### src/hw/rtl/ssbp_pkg.sv
`timescale 1ns / 1ps
// ----------------------------------------------------------------------------
// ssbp_pkg
// Types, register indexes and translation tables for the symbol bit packer.
// ----------------------------------------------------------------------------
package ssbp_pkg;

	localparam int CNT_W  = 4;

	// Result queue depth; a power of two so the pointers wrap on their own
	localparam int QUEUE_DEPTH = 4;

	// Configuration register indexes
	localparam logic REG_ALPHABET_MODE = 1'b0;
	localparam logic REG_SYM_BITS      = 1'b1;

	localparam logic [CNT_W-1:0] FULL_BYTE = 4'd8;

	typedef struct packed {
		logic [7:0] seq_char;
		logic       is_last;
	} in_word_t;

	typedef struct packed {
		logic [7:0] packed_byte;
		logic [3:0] valid_bits;
		logic       last_byte;
	} out_word_t;

	// Result of packing one character: up to two words, in order
	typedef struct packed {
		logic [1:0] num;
		out_word_t  res0;
		out_word_t  res1;
		logic [2:0] next_offset;
		logic [7:0] next_partial;
	} pack_res_t;

	localparam logic [4:0] DNA_CODES [26] = '{
		5'd0, 5'd1, 5'd1, 5'd0, 5'd0, 5'd0, 5'd2, 5'd0, 5'd0, 5'd0, 5'd2, 5'd0, 5'd0,
		5'd0, 5'd0, 5'd0, 5'd0, 5'd0, 5'd2, 5'd3, 5'd0, 5'd0, 5'd0, 5'd0, 5'd1, 5'd0
	};

	localparam logic [4:0] PROTEIN_CODES [26] = '{
		5'd0, 5'd0, 5'd4, 5'd3, 5'd6, 5'd13, 5'd7, 5'd8, 5'd9, 5'd0, 5'd11, 5'd10, 5'd12,
		5'd2, 5'd0, 5'd14, 5'd5, 5'd1, 5'd15, 5'd16, 5'd0, 5'd19, 5'd17, 5'd0, 5'd18, 5'd0
	};

	// Letter to symbol code; anything that is not a letter gives zero
	function automatic logic [7:0] symbol_code(input logic [7:0] ch, input logic mode);
		logic [7:0] idx8;
		logic [4:0] idx;
		logic       is_letter;
		idx8      = 8'd0;
		is_letter = 1'b0;
		if (ch >= 8'd65 && ch <= 8'd90) begin
			idx8      = ch - 8'd65;
			is_letter = 1'b1;
		end else if (ch >= 8'd97 && ch <= 8'd122) begin
			idx8      = ch - 8'd97;
			is_letter = 1'b1;
		end
		idx = idx8[4:0];
		if (!is_letter) begin
			return 8'd0;
		end
		return mode ? {3'b000, PROTEIN_CODES[idx]} : {3'b000, DNA_CODES[idx]};
	endfunction

	// Clamp the bit count to 1..8
	function automatic logic [CNT_W-1:0] eff_bits(input logic [CNT_W-1:0] bits);
		if (bits == '0) begin
			return 4'd1;
		end
		if (bits > FULL_BYTE) begin
			return FULL_BYTE;
		end
		return bits;
	endfunction

endpackage

### src/hw/rtl/ssbp_pack.sv
`timescale 1ns / 1ps
// ----------------------------------------------------------------------------
// ssbp_pack
// Translate one character and merge its code into the partial byte.
// ----------------------------------------------------------------------------
module ssbp_pack
	import ssbp_pkg::*;
(
	input  logic       alphabet_mode,
	input  logic [3:0] sym_bits,
	input  logic [2:0] bit_offset,
	input  logic [7:0] partial_byte,
	input  in_word_t   item,
	output pack_res_t  res
);

	logic [3:0]  bits;
	logic [7:0]  mask;
	logic [7:0]  code;
	logic [3:0]  total;
	logic [3:0]  sh;
	logic [15:0] acc;
	logic        full;
	logic [15:0] acc2;
	logic [3:0]  tot2;
	logic        flush;
	out_word_t   first_w;
	out_word_t   flush_w;

	always_comb begin
		bits  = eff_bits(sym_bits);
		mask  = 8'hFF >> (FULL_BYTE - bits);
		code  = symbol_code(item.seq_char, alphabet_mode) & mask;
		total = {1'b0, bit_offset} + bits;
		sh    = 4'(5'd16 - {1'b0, total});
		acc   = {partial_byte, 8'h00} | ({8'h00, code} << sh);
		full  = (total >= FULL_BYTE);
		acc2  = full ? {acc[7:0], 8'h00} : acc;
		tot2  = full ? (total - FULL_BYTE) : total;
		flush = item.is_last && (tot2 != '0);

		first_w.packed_byte = acc[15:8];
		first_w.valid_bits  = FULL_BYTE;
		first_w.last_byte   = item.is_last && (tot2 == '0);

		flush_w.packed_byte = acc2[15:8];
		flush_w.valid_bits  = tot2;
		flush_w.last_byte   = 1'b1;

		if (full) begin
			res.res0 = first_w;
			res.res1 = flush_w;
			res.num  = flush ? 2'd2 : 2'd1;
		end else begin
			res.res0 = flush_w;
			res.res1 = flush_w;
			res.num  = flush ? 2'd1 : 2'd0;
		end

		if (item.is_last) begin
			res.next_offset  = 3'd0;
			res.next_partial = 8'd0;
		end else begin
			res.next_offset  = tot2[2:0];
			res.next_partial = acc2[15:8];
		end
	end

endmodule

### src/hw/rtl/sequence_symbol_bit_packer.sv
`timescale 1ns / 1ps
// ----------------------------------------------------------------------------
// sequence_symbol_bit_packer
// Map sequence characters to symbol codes and pack them MSB-first into bytes.
// ----------------------------------------------------------------------------
// Path: an accepted word is held in the input stage until the result queue has
//   room, then its bytes are written to the queue, whose head drives out_word.
// Throughput: one character per cycle while the queue has room for two bytes;
//   a character that yields two bytes is absorbed by the four-entry result queue.
// Reset: arst_n clears the queue, the stage valid, the packing state and
//   the registers (protein off, two bits per symbol).
// ----------------------------------------------------------------------------
module sequence_symbol_bit_packer
	import ssbp_pkg::*;
(
	input  logic       clk,
	input  logic       arst_n,
	// character stream
	input  logic       in_valid,
	output logic       in_stall,
	input  in_word_t   in_word,
	// packed byte stream
	output logic       out_valid,
	input  logic       out_stall,
	output out_word_t  out_word,
	// configuration writes
	input  logic       cfg_we,
	input  logic       cfg_index,
	input  logic [3:0] cfg_data
);

	localparam int PTR_W = $clog2(QUEUE_DEPTH);
	localparam int CNT_QW = $clog2(QUEUE_DEPTH + 1);

	// configuration registers
	logic       alphabet_mode_q;
	logic [3:0] sym_bits_q;

	// packing state carried between characters
	logic [2:0] bit_offset_q;
	logic [7:0] partial_byte_q;

	// input stage
	logic       valid_s1;
	in_word_t   word_s1;

	// result queue
	out_word_t          queue_q [QUEUE_DEPTH];
	logic [PTR_W-1:0]   wr_ptr_q;
	logic [PTR_W-1:0]   rd_ptr_q;
	logic [CNT_QW-1:0]  count_q;

	pack_res_t          pack_res;
	logic               room;
	logic               advance;
	logic               in_take;
	logic               out_take;
	logic [CNT_QW-1:0]  push_n;
	logic [PTR_W-1:0]   wr_ptr_nx;

	// Pack the staged character against the current state
	ssbp_pack u_pack (
		.alphabet_mode (alphabet_mode_q),
		.sym_bits      (sym_bits_q),
		.bit_offset    (bit_offset_q),
		.partial_byte  (partial_byte_q),
		.item          (word_s1),
		.res           (pack_res)
	);

	// The stage may hand on its character only while the queue can take
	// the worst case of two bytes.
	assign room      = (count_q <= CNT_QW'(QUEUE_DEPTH - 2));
	assign advance   = valid_s1 && room;
	assign in_stall  = valid_s1 && !room;
	assign in_take   = in_valid && !in_stall;
	assign out_valid = (count_q != '0);
	assign out_word  = queue_q[rd_ptr_q];
	assign out_take  = out_valid && !out_stall;
	assign push_n    = advance ? CNT_QW'(pack_res.num) : '0;
	assign wr_ptr_nx = wr_ptr_q + PTR_W'(1);

	// Configuration: the user must write it only while idle, so no hazard with the stage; the block does not enforce this
	always_ff @(posedge clk or negedge arst_n) begin
		if (!arst_n) begin
			alphabet_mode_q <= 1'b0;
			sym_bits_q      <= 4'd2;
		end else if (cfg_we) begin
			unique case (cfg_index)
				REG_ALPHABET_MODE: alphabet_mode_q <= cfg_data[0];
				REG_SYM_BITS:      sym_bits_q      <= cfg_data;
				default:           ;
			endcase
		end
	end

	// Input stage control; hold the character while the queue is short of room
	always_ff @(posedge clk or negedge arst_n) begin
		if (!arst_n) begin
			valid_s1 <= 1'b0;
		end else if (in_take) begin
			valid_s1 <= 1'b1;
		end else if (advance) begin
			valid_s1 <= 1'b0;
		end
	end

	always_ff @(posedge clk) begin
		if (in_take) begin
			word_s1 <= in_word;
		end
	end

	// Advance the packing state as each character is retired
	always_ff @(posedge clk or negedge arst_n) begin
		if (!arst_n) begin
			bit_offset_q   <= '0;
			partial_byte_q <= '0;
		end else if (advance) begin
			bit_offset_q   <= pack_res.next_offset;
			partial_byte_q <= pack_res.next_partial;
		end
	end

	// Queue payload: write zero, one or two bytes at the tail
	always_ff @(posedge clk) begin
		if (advance && pack_res.num != 2'd0) begin
			queue_q[wr_ptr_q] <= pack_res.res0;
		end
		if (advance && pack_res.num == 2'd2) begin
			queue_q[wr_ptr_nx] <= pack_res.res1;
		end
	end

	// Queue pointers and fill count
	always_ff @(posedge clk or negedge arst_n) begin
		if (!arst_n) begin
			wr_ptr_q <= '0;
			rd_ptr_q <= '0;
			count_q  <= '0;
		end else begin
			wr_ptr_q <= wr_ptr_q + PTR_W'(push_n);
			if (out_take) begin
				rd_ptr_q <= rd_ptr_q + PTR_W'(1);
			end
			count_q <= count_q + push_n - CNT_QW'(out_take);
		end
	end

endmodule

### config.mk
export PLATFORM = sky130hd
export DESIGN_NAME = sequence_symbol_bit_packer
export DESIGN_NICKNAME = d
export VERILOG_FILES = /design/src/hw/rtl/ssbp_pkg.sv /design/src/hw/rtl/ssbp_pack.sv /design/src/hw/rtl/sequence_symbol_bit_packer.sv
export SDC_FILE = /design/constraint.sdc
export NUM_CORES = 1
export LEC_CHECK = 0
export BUFFER_PORTS_ARGS = -buffer_cell sky130_fd_sc_hd__buf_2
export CAP_MARGIN = 5
export CELL_PAD_IN_SITES_DETAIL_PLACEMENT = 0
export CELL_PAD_IN_SITES_GLOBAL_PLACEMENT = 1
export CORE_MARGIN = 2
export CORE_UTILIZATION = 40
export CTS_BUF_LIST = sky130_fd_sc_hd__clkbuf_16
export DETAILED_ROUTE_END_ITERATION = 10
export GPL_ROUTABILITY_DRIVEN = 1
export PLACE_DENSITY_LB_ADDON = 0.1
export SYNTH_ARGS = -nofsm -noshare
export SYNTH_HDL_FRONTEND = slang
export SYNTH_SLANG_ARGS = --single-unit
### constraint.sdc
create_clock -name clk -period 5 [get_ports clk]
set_input_delay 0.75 -clock clk [delete_from_list [all_inputs] [get_ports clk]]
set_output_delay 0.75 -clock clk [all_outputs]
set_load 0.05 [all_outputs]
==> qor.txt, run 1 <==
Outcome: finished, final reports clean
Bufs and invs on worst path: 1
Latest clock arrival within the worst-skew pair: 0.35 ns
R2R cell count: 15
Die area: 14,670 um^2
Initial antenna violation count: 0
Synth top area share: 0.3119
Number of global-route vias before repair: 4,341
Reg clk slew, reported paths: 0.07 ns
Longest Clk Path Bufs: 2
Global Route Usage Sum: 0.2147
Layout cell share with drive strength beyond 1: 0.2177
Clock sinks: 85
First drt pass iteration count: 5
Final hold violation count: 0
Max_cap viols: 0
CTS tree: done
Synth Instances: 525
Rel. slew slack: 0.3545
DRT antenna net count: 0
Cell taking the most area after synthesis: edfxtp_1
LEAKAGE: 2.278 nW
Yosys warning count: 0
Critical Path End Type: register
CP required: 5.17 ns
Worst-path fanout max: 6
CP cell instances: inv_1, ha_1, or3b_4, nor3_2, or3_1, nor2_1, ha_1, or4b_1, a21boi_0, o31a_1, a2111o_1, nand3_2, o41ai_4, a31oi_2, o221ai_1
Hold Crit Class: primary input to asynchronous set/reset pin
Post-DP HPWL: 10.86 mm
Final Non-Filler Cells: 741
Final setup fails: 0
Area growth syn-to-layout: 13.22%
WS Path Type: register to register
Largest delay share family, worst path: simple AND/OR/NAND/NOR gates
Post-Place Cells: 726
DIE WIDTH: 121.1 um
Source of the critical timing path: word_s1[1]$_DFFE_PP_
CP Depth: 15
Routed WL per cell: 19.99 um
Most frequent cell after synthesis: edfxtp_1
Core area: 13,300 um^2
Max-slew violations: 0
DRT Wirelength: 14.82 mm
EDFF count, synth: 57
Ys flop type: edfxtp_1
Via count: 4,371
# rows: 42
CTS Buf Count: 9
Worst-Margin Slew: 0.9682 ns
Critical Path AT: 4.79 ns
Largest net degree at the start of global routing: 25
Synth top area cells: edfxtp_1 (31%), dfrtp_1 (10%), mux4_2 (5.3%)
Clock Skew: 0.009898 ns
Fin nets: 604
PortBufs: 33
Top cell by count, worst path: ha_1
Min Tclk post-route: 4.620 ns
First-pass GRT wire length: 23.85 mm
Pwr per Cell Area: 653.8 nW/um^2
H-tree levels: 3
F_max: 216.4 MHz
Via-to-Cell Ratio: 5.899
Sequential share of the synthesized area: 0.4362
R2R setup slack: 0.38 ns
Synth Cell Area: 5488 um^2
Setup TNS: 0 ns
Initial core utilization: 0.4128
Die Y: 121.1 um
Share of flip-flops with an asynchronous set or reset: 0.2824
Final period utilization: 0.9240
Synth cell types: 79
Syn_nets: 568
VDD IR max: 0.0002847 V
DRC violations left: 0
Grt ovf: 0
CP startpoint kind: register
I/O pin count: 34
Antenna diodes: 0
Top cells by count, synth: edfxtp_1 (57), nand2_1 (39), nor2_1 (36)
Slowest CP cell: o41ai_4
Routability cong.: 0.9080
Starting DRC count in detailed routing: 356
RSZ-0062 raised after global routing: false
#FFs+latches synth: 85
Reg2reg end: queue_q[0][10]$_DFFE_PP_
Clk root buf: clkbuf_16
Largest stage delay, worst path: 0.52 ns
Syn Area/Cell: 10.45 um^2
RR Startpoint: word_s1[1]$_DFFE_PP_
-- final cells by class --
| class | count | area, um^2 |
|---|---|---|
| tap | 176 | 220.2 |
| clock inverter | 6 | 63.81 |
| clock buffer | 9 | 225.2 |
| timing repair buffer | 56 | 337.8 |
| inverter | 24 | 90.09 |
| fill | 1249 | 7082 |
| multi-input combinational | 385 | 2883 |
| sequential | 85 | 2394 |
-- worst max-delay path by stage --
stage / end / slack, ns
after global routing: queue_q[0][8]$_DFFE_PP_ / 0.05
after detailed placement: queue_q[0][10]$_DFFE_PP_ / 0.28
after global placement: queue_q[1][10]$_DFFE_PP_ / 0.49
after CTS: queue_q[0][10]$_DFFE_PP_ / 0.26
after floorplan: queue_q[1][10]$_DFFE_PP_ / 0.65
final: queue_q[0][10]$_DFFE_PP_ / 0.38
-- metal layers --
metal | share of wire | vias to the layer above | global-route usage
li1 | - | 2070 | -
met1 | 0.44 | 2150 | 0.2757
met4 | 0.028 | 0 | 0.09698
met3 | 0.044 | 27 | 0.03242
met2 | 0.49 | 124 | 0.3581
met5 | 0 | - | 0
-- cell families (layout without fill, tap and decap cells) --
family	Yosys count	in the layout	synth area share
simple gates	177	177	0.1728
xor+xnor	14	14	0.02234
buf+inv	55	95	0.04058
flops	85	85	0.4362
compound gates	147	147	0.1954
fa+ha+maj	24	24	0.05746
mux	23	23	0.07524
-- where the power goes --
group	switching (mW)	internal (mW)
clock	0.286	0.384
combinational	1.54	0.715
sequential	0.174	0.967
-- layout by cell type (no fill, tap or decap), types with 6 or more instances in the layout --
cell,count
mux2_2,6
or3_1,9
nand2_1,39
nor2_1,36
and2_1,12
nor3_1,25
o21ai_0,35
a21oi_1,23
edfxtp_1,57
nor2b_1,9
nand3_1,7
inv_1,23
buf_4,23
ha_1,22
o221ai_1,6
clkbuf_16,9
dfrtp_1,23
o22ai_1,24
buf_2,33
mux4_2,13
xnor2_1,10
nand2b_1,11
-- registers in the layout, indices dropped and copies added, names as in the netlist --
name             flops
queue_q             52
word_s1              9
partial_byte_q       8
sym_bits_q           4
bit_offset_q         3
count_q              3
rd_ptr_q             2
wr_ptr_q             2
alphabet_mode_q      1
valid_s1             1
-- repair_timing --
action / CTS / global route
endpoints found under the setup margin: 0 / 4
gates resized for setup: 0 / 1
setup buffers: 0 / 0
hold buffers: 0 / 0
-- metrics by stage --
stage                     area [um^2]  setup slack, ns  power [mW]  hold WS (ns)    util
after floorplan                  5488           0.6541       2.776        0.4544       -
after global placement           5913           0.4871       3.374        0.4756  0.4448
after detailed placement         5913           0.2803       3.397        0.4803  0.4448
after CTS                        6202           0.2648       4.075        0.4158  0.4665
after global routing             6213          0.05272       4.337        0.4411  0.4673
final                            6213           0.3798       4.063        0.3963  0.4673
Power figures use the tool's default switching activity.
==> run 2, diff against run 1 <==
--- a/config.mk
+++ b/config.mk
@@ -15,6 +15,7 @@
 export DETAILED_ROUTE_END_ITERATION = 10
 export GPL_ROUTABILITY_DRIVEN = 1
 export PLACE_DENSITY_LB_ADDON = 0.1
+export SETUP_SLACK_MARGIN = 0.4
 export SYNTH_ARGS = -nofsm -noshare
 export SYNTH_HDL_FRONTEND = slang
 export SYNTH_SLANG_ARGS = --single-unit
==> qor.txt, run 2 (synthesis gave the netlist of run 1 again) <==
Slowest CP cell: or4b_1 (was o41ai_4)
RR Startpoint: word_s1[1]$_DFFE_PP_ (unchanged)
Clock Skew: 0.01171 ns (was 0.009898 ns)
CTS Buf Count: 9 (unchanged)
Reg clk slew, reported paths: 0.07 ns (about the same)
DIE WIDTH: 121.1 um (unchanged)
H-tree levels: 3 (unchanged)
CTS tree: done (unchanged)
Final setup fails: 0 (unchanged)
Biggest regs: queue_q: 52 flops, word_s1: 9 flops, partial_byte_q: 8 flops (unchanged)
Pwr per Cell Area: 653.9 nW/um^2 (was 653.8 nW/um^2)
LEAKAGE: 2.291 nW (was 2.278 nW)
I/O pin count: 34 (unchanged)
Clock sinks: 85 (unchanged)
Antenna diodes: 0 (unchanged)
Die Y: 121.1 um (unchanged)
DRT Wirelength: 14.84 mm (was 14.82 mm)
Routed WL per cell: 19.97 um (was 19.99 um)
Final hold violation count: 0 (unchanged)
Outcome: finished, final reports clean (unchanged)
R2R cell count: 16 (was 15)
Starting DRC count in detailed routing: 335 (was 356)
Combinational power share: 0.557 (was 0.554)
Critical Path End Type: register (unchanged)
Global Route Usage Sum: 0.2156 (was 0.2147)
CP required: 5.17 ns (about the same)
Worst-path fanout max: 6 (unchanged)
Post-DP HPWL: 10.86 mm (unchanged)
Number of flip-flops in the largest register: 52 (unchanged)
Met1 usage: 0.2766 (was 0.2757)
Hold Crit Class: primary input to asynchronous set/reset pin (unchanged)
R2R setup slack: 0.61 ns (was 0.38 ns)
Worst-Margin Slew: 0.9740 ns (was 0.9682 ns)
Critical Path AT: 4.57 ns (was 4.79 ns)
Global-route layer with the greatest usage: met2 (unchanged)
Latest clock arrival within the worst-skew pair: 0.35 ns (about the same)
Internal power: 2.076 mW (was 2.067 mW)
Die area: 14,670 um^2 (unchanged)
Register area: 2394 um^2 (unchanged)
Top cell by count, worst path: ha_1 (unchanged)
Number of fillers in the final layout: 1,247 (was 1,249)
Share of power burned in registers: 0.279 (was 0.281)
Leading cell type in the layout, fill and taps excluded: edfxtp_1 (unchanged)
Routability cong.: 0.9080 (unchanged)
PortBufs: 33 (unchanged)
Largest stage delay, worst path: 0.47 ns (was 0.52 ns)
Initial antenna violation count: 0 (unchanged)
F_max: 227.8 MHz (was 216.4 MHz)
Via count: 4,390 (was 4,371)
First-pass GRT wire length: 23.89 mm (was 23.85 mm)
Max-slew violations: 0 (unchanged)
Via-to-Cell Ratio: 5.908 (was 5.899)
Number of global-route vias before repair: 4,334 (was 4,341)
Area growth syn-to-layout: 14.00% (was 13.22%)
CP startpoint kind: register (unchanged)
Reg2reg end: queue_q[0][10]$_DFFE_PP_ (unchanged)
Largest net degree at the start of global routing: 25 (unchanged)
Clock network power share: 0.164 (was 0.165)
DRC violations left: 0 (unchanged)
Most frequent cells in the layout: edfxtp_1 (57), nand2_1 (38), nor2_1 (35), o21ai_0 (35), buf_2 (33) (was edfxtp_1 (57), nand2_1 (39), nor2_1 (36))
Final period utilization: 0.8781 (was 0.9240)
DRT antenna net count: 0 (unchanged)
Met2 Use GR: 0.3596 (was 0.3581)
Rel. slew slack: 0.3507 (was 0.3545)
First drt pass iteration count: 5 (unchanged)
# rows: 42 (unchanged)
Longest Clk Path Bufs: 2 (unchanged)
Clk root buf: clkbuf_16 (unchanged)
RSZ-0062 raised after global routing: false (unchanged)
Grt ovf: 0 (unchanged)
Layout cell share with drive strength beyond 1: 0.2310 (was 0.2177)
Total power: 4.091 mW (was 4.063 mW)
VDD IR max: 0.0002850 V (was 0.0002847 V)
Min Tclk post-route: 4.390 ns (was 4.620 ns)
Core area: 13,300 um^2 (unchanged)
Reg with most FFs: queue_q (unchanged)
CP cell instances: inv_2, ha_1, or3b_4, nor3_4, or3_4, nor2_2, ha_1, or4b_1, a21boi_0, o31a_1, a2111o_1, nand3_2, o41ai_4, buf_4, a31oi_2, o221ai_1 (was inv_1, ha_1, or3b_4, nor3_2, or3_1, nor2_1, ha_1, or4b_1, a21boi_0, o31a_1, a2111o_1, nand3_2, o41ai_4, a31oi_2, o221ai_1)
Initial core utilization: 0.4128 (unchanged)
Met3 GRT Util: 0.03195 (was 0.03242)
Fin nets: 606 (was 604)
Setup TNS: 0 ns (unchanged)
Multi-input gate area: 2910 um^2 (was 2883 um^2)
Switching share of power: 0.4926 (was 0.4913)
WS Path Type: register to register (unchanged)
Max_cap viols: 0 (unchanged)
Switch Pwr: 2.015 mW (was 1.996 mW)
Hold-fix buffers, CTS: 0 (unchanged)
-- run 2: how the worst max path moves through the flow --
| stage | startpoint | cells after the start | to |
|---|---|---|---|
| 2_1_floorplan | word_s1[1]$_DFFE_PP_ | 17 | queue_q[1][10]$_DFFE_PP_ |
| 3_3_place_gp | word_s1[1]$_DFFE_PP_ | 15 | queue_q[1][10]$_DFFE_PP_ |
| 6_report | word_s1[1]$_DFFE_PP_ | 16 | queue_q[0][10]$_DFFE_PP_ |
| 3_5_place_dp | word_s1[1]$_DFFE_PP_ | 15 | queue_q[0][10]$_DFFE_PP_ |
| 4_1_cts | word_s1[1]$_DFFE_PP_ | 15 | queue_q[1][12]$_DFFE_PP_ |
| 5_1_grt | word_s1[1]$_DFFE_PP_ | 16 | queue_q[0][10]$_DFFE_PP_ |
-- run 2: through the flow --
| stage | instance area [um^2] | utilization | hold slack, ns | setup WS [ns] | instances |
|---|---|---|---|---|---|
| floorplan | 5488 | - | 0.4544 | 0.6541 | 525 |
| finish | 6256 | 0.4705 | 0.4007 | 0.6096 | 743 |
| global placement | 5913 | 0.4448 | 0.4756 | 0.4871 | 726 |
| detailed placement | 5913 | 0.4448 | 0.4803 | 0.2803 | 726 |
| global route | 6256 | 0.4705 | 0.4401 | 0.4025 | 743 |
| CTS | 6213 | 0.4673 | 0.4158 | 0.4077 | 741 |
-- run 2: cell type report --
type | count | area share
Multi-Input combinational cell | 385 | 0.4652
Sequential cell | 85 | 0.3826
Timing Repair Buffer | 58 | 0.05640
Clock buffer | 9 | 0.03600
Tap cell | 176 | 0.03520
Inverter | 24 | 0.01440
Clock inverter | 6 | 0.01020
-- run 2: metal layers --
layer | share of wire | vias up
met5 | 0 | -
met1 | 0.43 | 2135
li1 | - | 2076
met4 | 0.024 | 0
met2 | 0.49 | 154
met3 | 0.057 | 25
-- run 2: worst max-delay path: cells and delay by family (launching register included) --
family	cells	cell delay [ns]
buffers and inverters	2	0.30
adder cells (fa/ha/maj)	2	0.53
flip-flops	1	0.40
AO/OA/AOI/OAI	6	1.45
AND/OR/NAND/NOR	6	1.52
-- run 2: what timing repair did --
| item | 4_1_cts | 5_1_grt |
|---|---|---|
| setup buffers | 0 | 2 |
| resized for setup | 1 | 8 |
| endpoints found under the setup margin | 8 | 39 |
| pin swaps | 0 | 1 |
-- run 2: power by group through the flow --
stage          combinational (mW)  sequential (mW)  clock [mW]
2_1_floorplan                1.72             1.06           0
3_3_place_gp                 2.22             1.15           0
3_5_place_dp                 2.24             1.16           0
4_1_cts                      2.25             1.15       0.683
5_1_grt                      2.47             1.18       0.711
6_report                     2.28             1.14       0.671
==> run 3, diff against run 2 <==
--- a/config.mk
+++ b/config.mk
@@ -14,6 +14,7 @@
 export CTS_BUF_LIST = sky130_fd_sc_hd__clkbuf_16
 export DETAILED_ROUTE_END_ITERATION = 10
 export GPL_ROUTABILITY_DRIVEN = 1
+export GPL_TIMING_DRIVEN = 0
 export PLACE_DENSITY_LB_ADDON = 0.1
 export SETUP_SLACK_MARGIN = 0.4
 export SYNTH_ARGS = -nofsm -noshare
==> qor.txt, run 3 (synthesis gave the netlist of run 1 again) <==
Largest net degree at the start of global routing: 25 (unchanged)
First drt pass iteration count: 5 (unchanged)
Longest Clk Path Bufs: 2 (unchanged)
Hold-fix buffers, CTS: 0 (unchanged)
Starting DRC count in detailed routing: 469 (was 335)
Min Tclk post-route: 4.453 ns (was 4.390 ns)
Max-slew violations: 0 (unchanged)
Largest delay share family, worst path: compound AO/OA/AOI/OAI gates (was simple AND/OR/NAND/NOR gates)
Die Y: 121.1 um (unchanged)
Hold Crit Class: primary input to asynchronous set/reset pin (unchanged)
Final setup fails: 0 (unchanged)
Post-DP HPWL: 11.01 mm (was 10.86 mm)
Leading cell type in the layout, fill and taps excluded: edfxtp_1 (unchanged)
VDD IR max: 0.0002601 V (was 0.0002850 V)
WS Path Type: register to register (unchanged)
DRC violations left: 0 (unchanged)
Setup TNS: 0 ns (unchanged)
Initial antenna violation count: 0 (unchanged)
Latest clock arrival within the worst-skew pair: 0.35 ns (about the same)
DIE WIDTH: 121.1 um (unchanged)
Critical Path End Type: register (unchanged)
DRT antenna net count: 0 (unchanged)
Reg with most FFs: queue_q (unchanged)
Core area: 13,300 um^2 (unchanged)
Slowest CP cell: a311oi_4 (was or4b_1)
Die area: 14,670 um^2 (unchanged)
Register area: 2394 um^2 (unchanged)
Multi-input gate area: 3037 um^2 (was 2910 um^2)
Clock sinks: 85 (unchanged)
CTS Buf Count: 9 (unchanged)
First-pass GRT wire length: 23.52 mm (was 23.89 mm)
F_max: 224.6 MHz (was 227.8 MHz)
Fin nets: 622 (was 606)
Global Route Usage Sum: 0.2107 (was 0.2156)
Pwr per Cell Area: 647.5 nW/um^2 (was 653.9 nW/um^2)
Grt ovf: 0 (unchanged)
Critical Path AT: 4.52 ns (was 4.57 ns)
# rows: 42 (unchanged)
Biggest regs: queue_q: 52 flops, word_s1: 9 flops, partial_byte_q: 8 flops (unchanged)
Final period utilization: 0.8906 (was 0.8781)
LEAKAGE: 2.299 nW (was 2.291 nW)
CP Depth: 18 (was 16)
Clk root buf: clkbuf_16 (unchanged)
Number of fillers in the final layout: 1,286 (was 1,247)
Number of flip-flops in the largest register: 52 (unchanged)
DRT Wirelength: 14.60 mm (was 14.84 mm)
Initial core utilization: 0.4128 (unchanged)
Via-to-Cell Ratio: 5.828 (was 5.908)
Clock Skew: 0.005827 ns (was 0.01171 ns)
H-tree levels: 3 (unchanged)
CP startpoint kind: register (unchanged)
Worst-path fanout max: 10 (was 6)
I/O pin count: 34 (unchanged)
Final hold violation count: 0 (unchanged)
Most frequent cells in the layout: edfxtp_1 (57), buf_2 (37), nor2_1 (35), nand2_1 (35), o21ai_0 (34) (was edfxtp_1 (57), nand2_1 (38), nor2_1 (35), o21ai_0 (35), buf_2 (33))
CP required: 5.07 ns (was 5.17 ns)
Outcome: finished, final reports clean (unchanged)
Largest stage delay, worst path: 0.47 ns (about the same)
Top cell by count, worst path: buf_4 (was ha_1)
CTS tree: done (unchanged)
Worst-Margin Slew: 0.7979 ns (was 0.9740 ns)
Reg clk slew, reported paths: 0.06 ns (was 0.07 ns)
Rel. slew slack: 0.4680 (was 0.3507)
Bufs and invs on worst path: 4 (was 2)
Number of global-route vias before repair: 4,337 (was 4,334)
Final Non-Filler Cells: 760 (was 743)
Max_cap viols: 0 (unchanged)
PortBufs: 33 (unchanged)
R2R cell count: 18 (was 16)
Post-Place Cells: 734 (was 726)
Layout cell share with drive strength beyond 1: 0.2363 (was 0.2310)
Routability cong.: 0.8853 (was 0.9080)
Routed WL per cell: 19.21 um (was 19.97 um)
RSZ-0062 raised after global routing: false (unchanged)
CP cell instances: buf_4, inv_4, ha_2, or3b_4, nor3_4, or3_1, buf_4, nor2_4, ha_4, or4b_1, a21boi_1, o31a_1, buf_4, a311oi_4, o32ai_4, nand2b_4, a22oi_2, o22ai_1 (was inv_2, ha_1, or3b_4, nor3_4, or3_4, nor2_2, ha_1, or4b_1, a21boi_0, o31a_1, a2111o_1, nand3_2, o41ai_4, buf_4, a31oi_2, o221ai_1)
Via count: 4,429 (was 4,390)
Area growth syn-to-layout: 17.12% (was 14.00%)
Antenna diodes: 0 (unchanged)
[run 3: worst reg2reg max path: cells and delay by family, from the launching register on]
family | cells | cell delay (ns)
buf+inv | 4 | 0.60
flops | 1 | 0.42
simple gates | 6 | 1.14
compound gates | 6 | 1.48
fa+ha+maj | 2 | 0.52
[run 3: layout make-up]
cell class              count  area share
clock inverters             7     0.01149
inverters                  24     0.01441
flip-flops and latches     85      0.3724
well taps                 176     0.03426
repair buffers             43     0.03796
clock buffers               9     0.03504
multi-input cells         385      0.4725
plain buffers              31     0.02200
[run 3: stage by stage]
| step | util | hold WS (ns) | instance area [um^2] | total power [mW] | worst slack [ns] |
|---|---|---|---|---|---|
| finish | 0.4834 | 0.4256 | 6427 | 4.161 | 0.5469 |
| global route | 0.4834 | 0.4662 | 6427 | 4.432 | 0.3586 |
| detailed placement | 0.4417 | 0.4892 | 5873 | 3.349 | -0.2061 |
| global placement | 0.4417 | 0.4795 | 5873 | 3.322 | -0.1604 |
| CTS | 0.4724 | 0.4260 | 6281 | 4.098 | 0.3963 |
| floorplan | - | 0.4544 | 5488 | 2.776 | 0.6541 |
[run 3: power by group]
group | total (mW) | internal [mW] | switching (mW) | leakage (nW)
Combinational | 2.40 | 0.753 | 1.65 | 1.29
Sequential | 1.08 | 0.969 | 0.115 | 0.867
Clock | 0.675 | 0.389 | 0.285 | 0.146
[run 3: worst paths after layout]
check	slack [ns]	endpoint	startpoint
setup / recovery	0.55	queue_q[3][7]$_DFFE_PP_	word_s1[1]$_DFFE_PP_
hold / removal	0.43	count_q[2]$_DFF_PN0_	arst_n
min in group clk	0.50	queue_q[2][0]$_SDFFE_PP1P_	queue_q[2][0]$_SDFFE_PP1P_
setup reg to reg	0.55	queue_q[3][7]$_DFFE_PP_	word_s1[1]$_DFFE_PP_
hold reg to reg	0.50	queue_q[2][0]$_SDFFE_PP1P_	queue_q[2][0]$_SDFFE_PP1P_
max in group asynchronous	4.15	partial_byte_q[6]$_DFFE_PN0P_	arst_n
[run 3: layer usage]
layer	track usage	part of all wire	up-vias
li1	-	-	2109
met1	0.2852	0.45	2160
met4	0.09555	0.030	0
met5	0	0	-
met2	0.3353	0.47	132
met3	0.03055	0.044	28
[run 3: what timing repair did]
| action | in CTS | in global routing |
|---|---|---|
| hold endpoints to repair | 0 | 0 |
| resized for setup | 15 | 23 |
| pin swaps | 6 | 6 |
| endpoints found under the setup margin | 40 | 101 |
| buffers inserted | 4 | 6 |
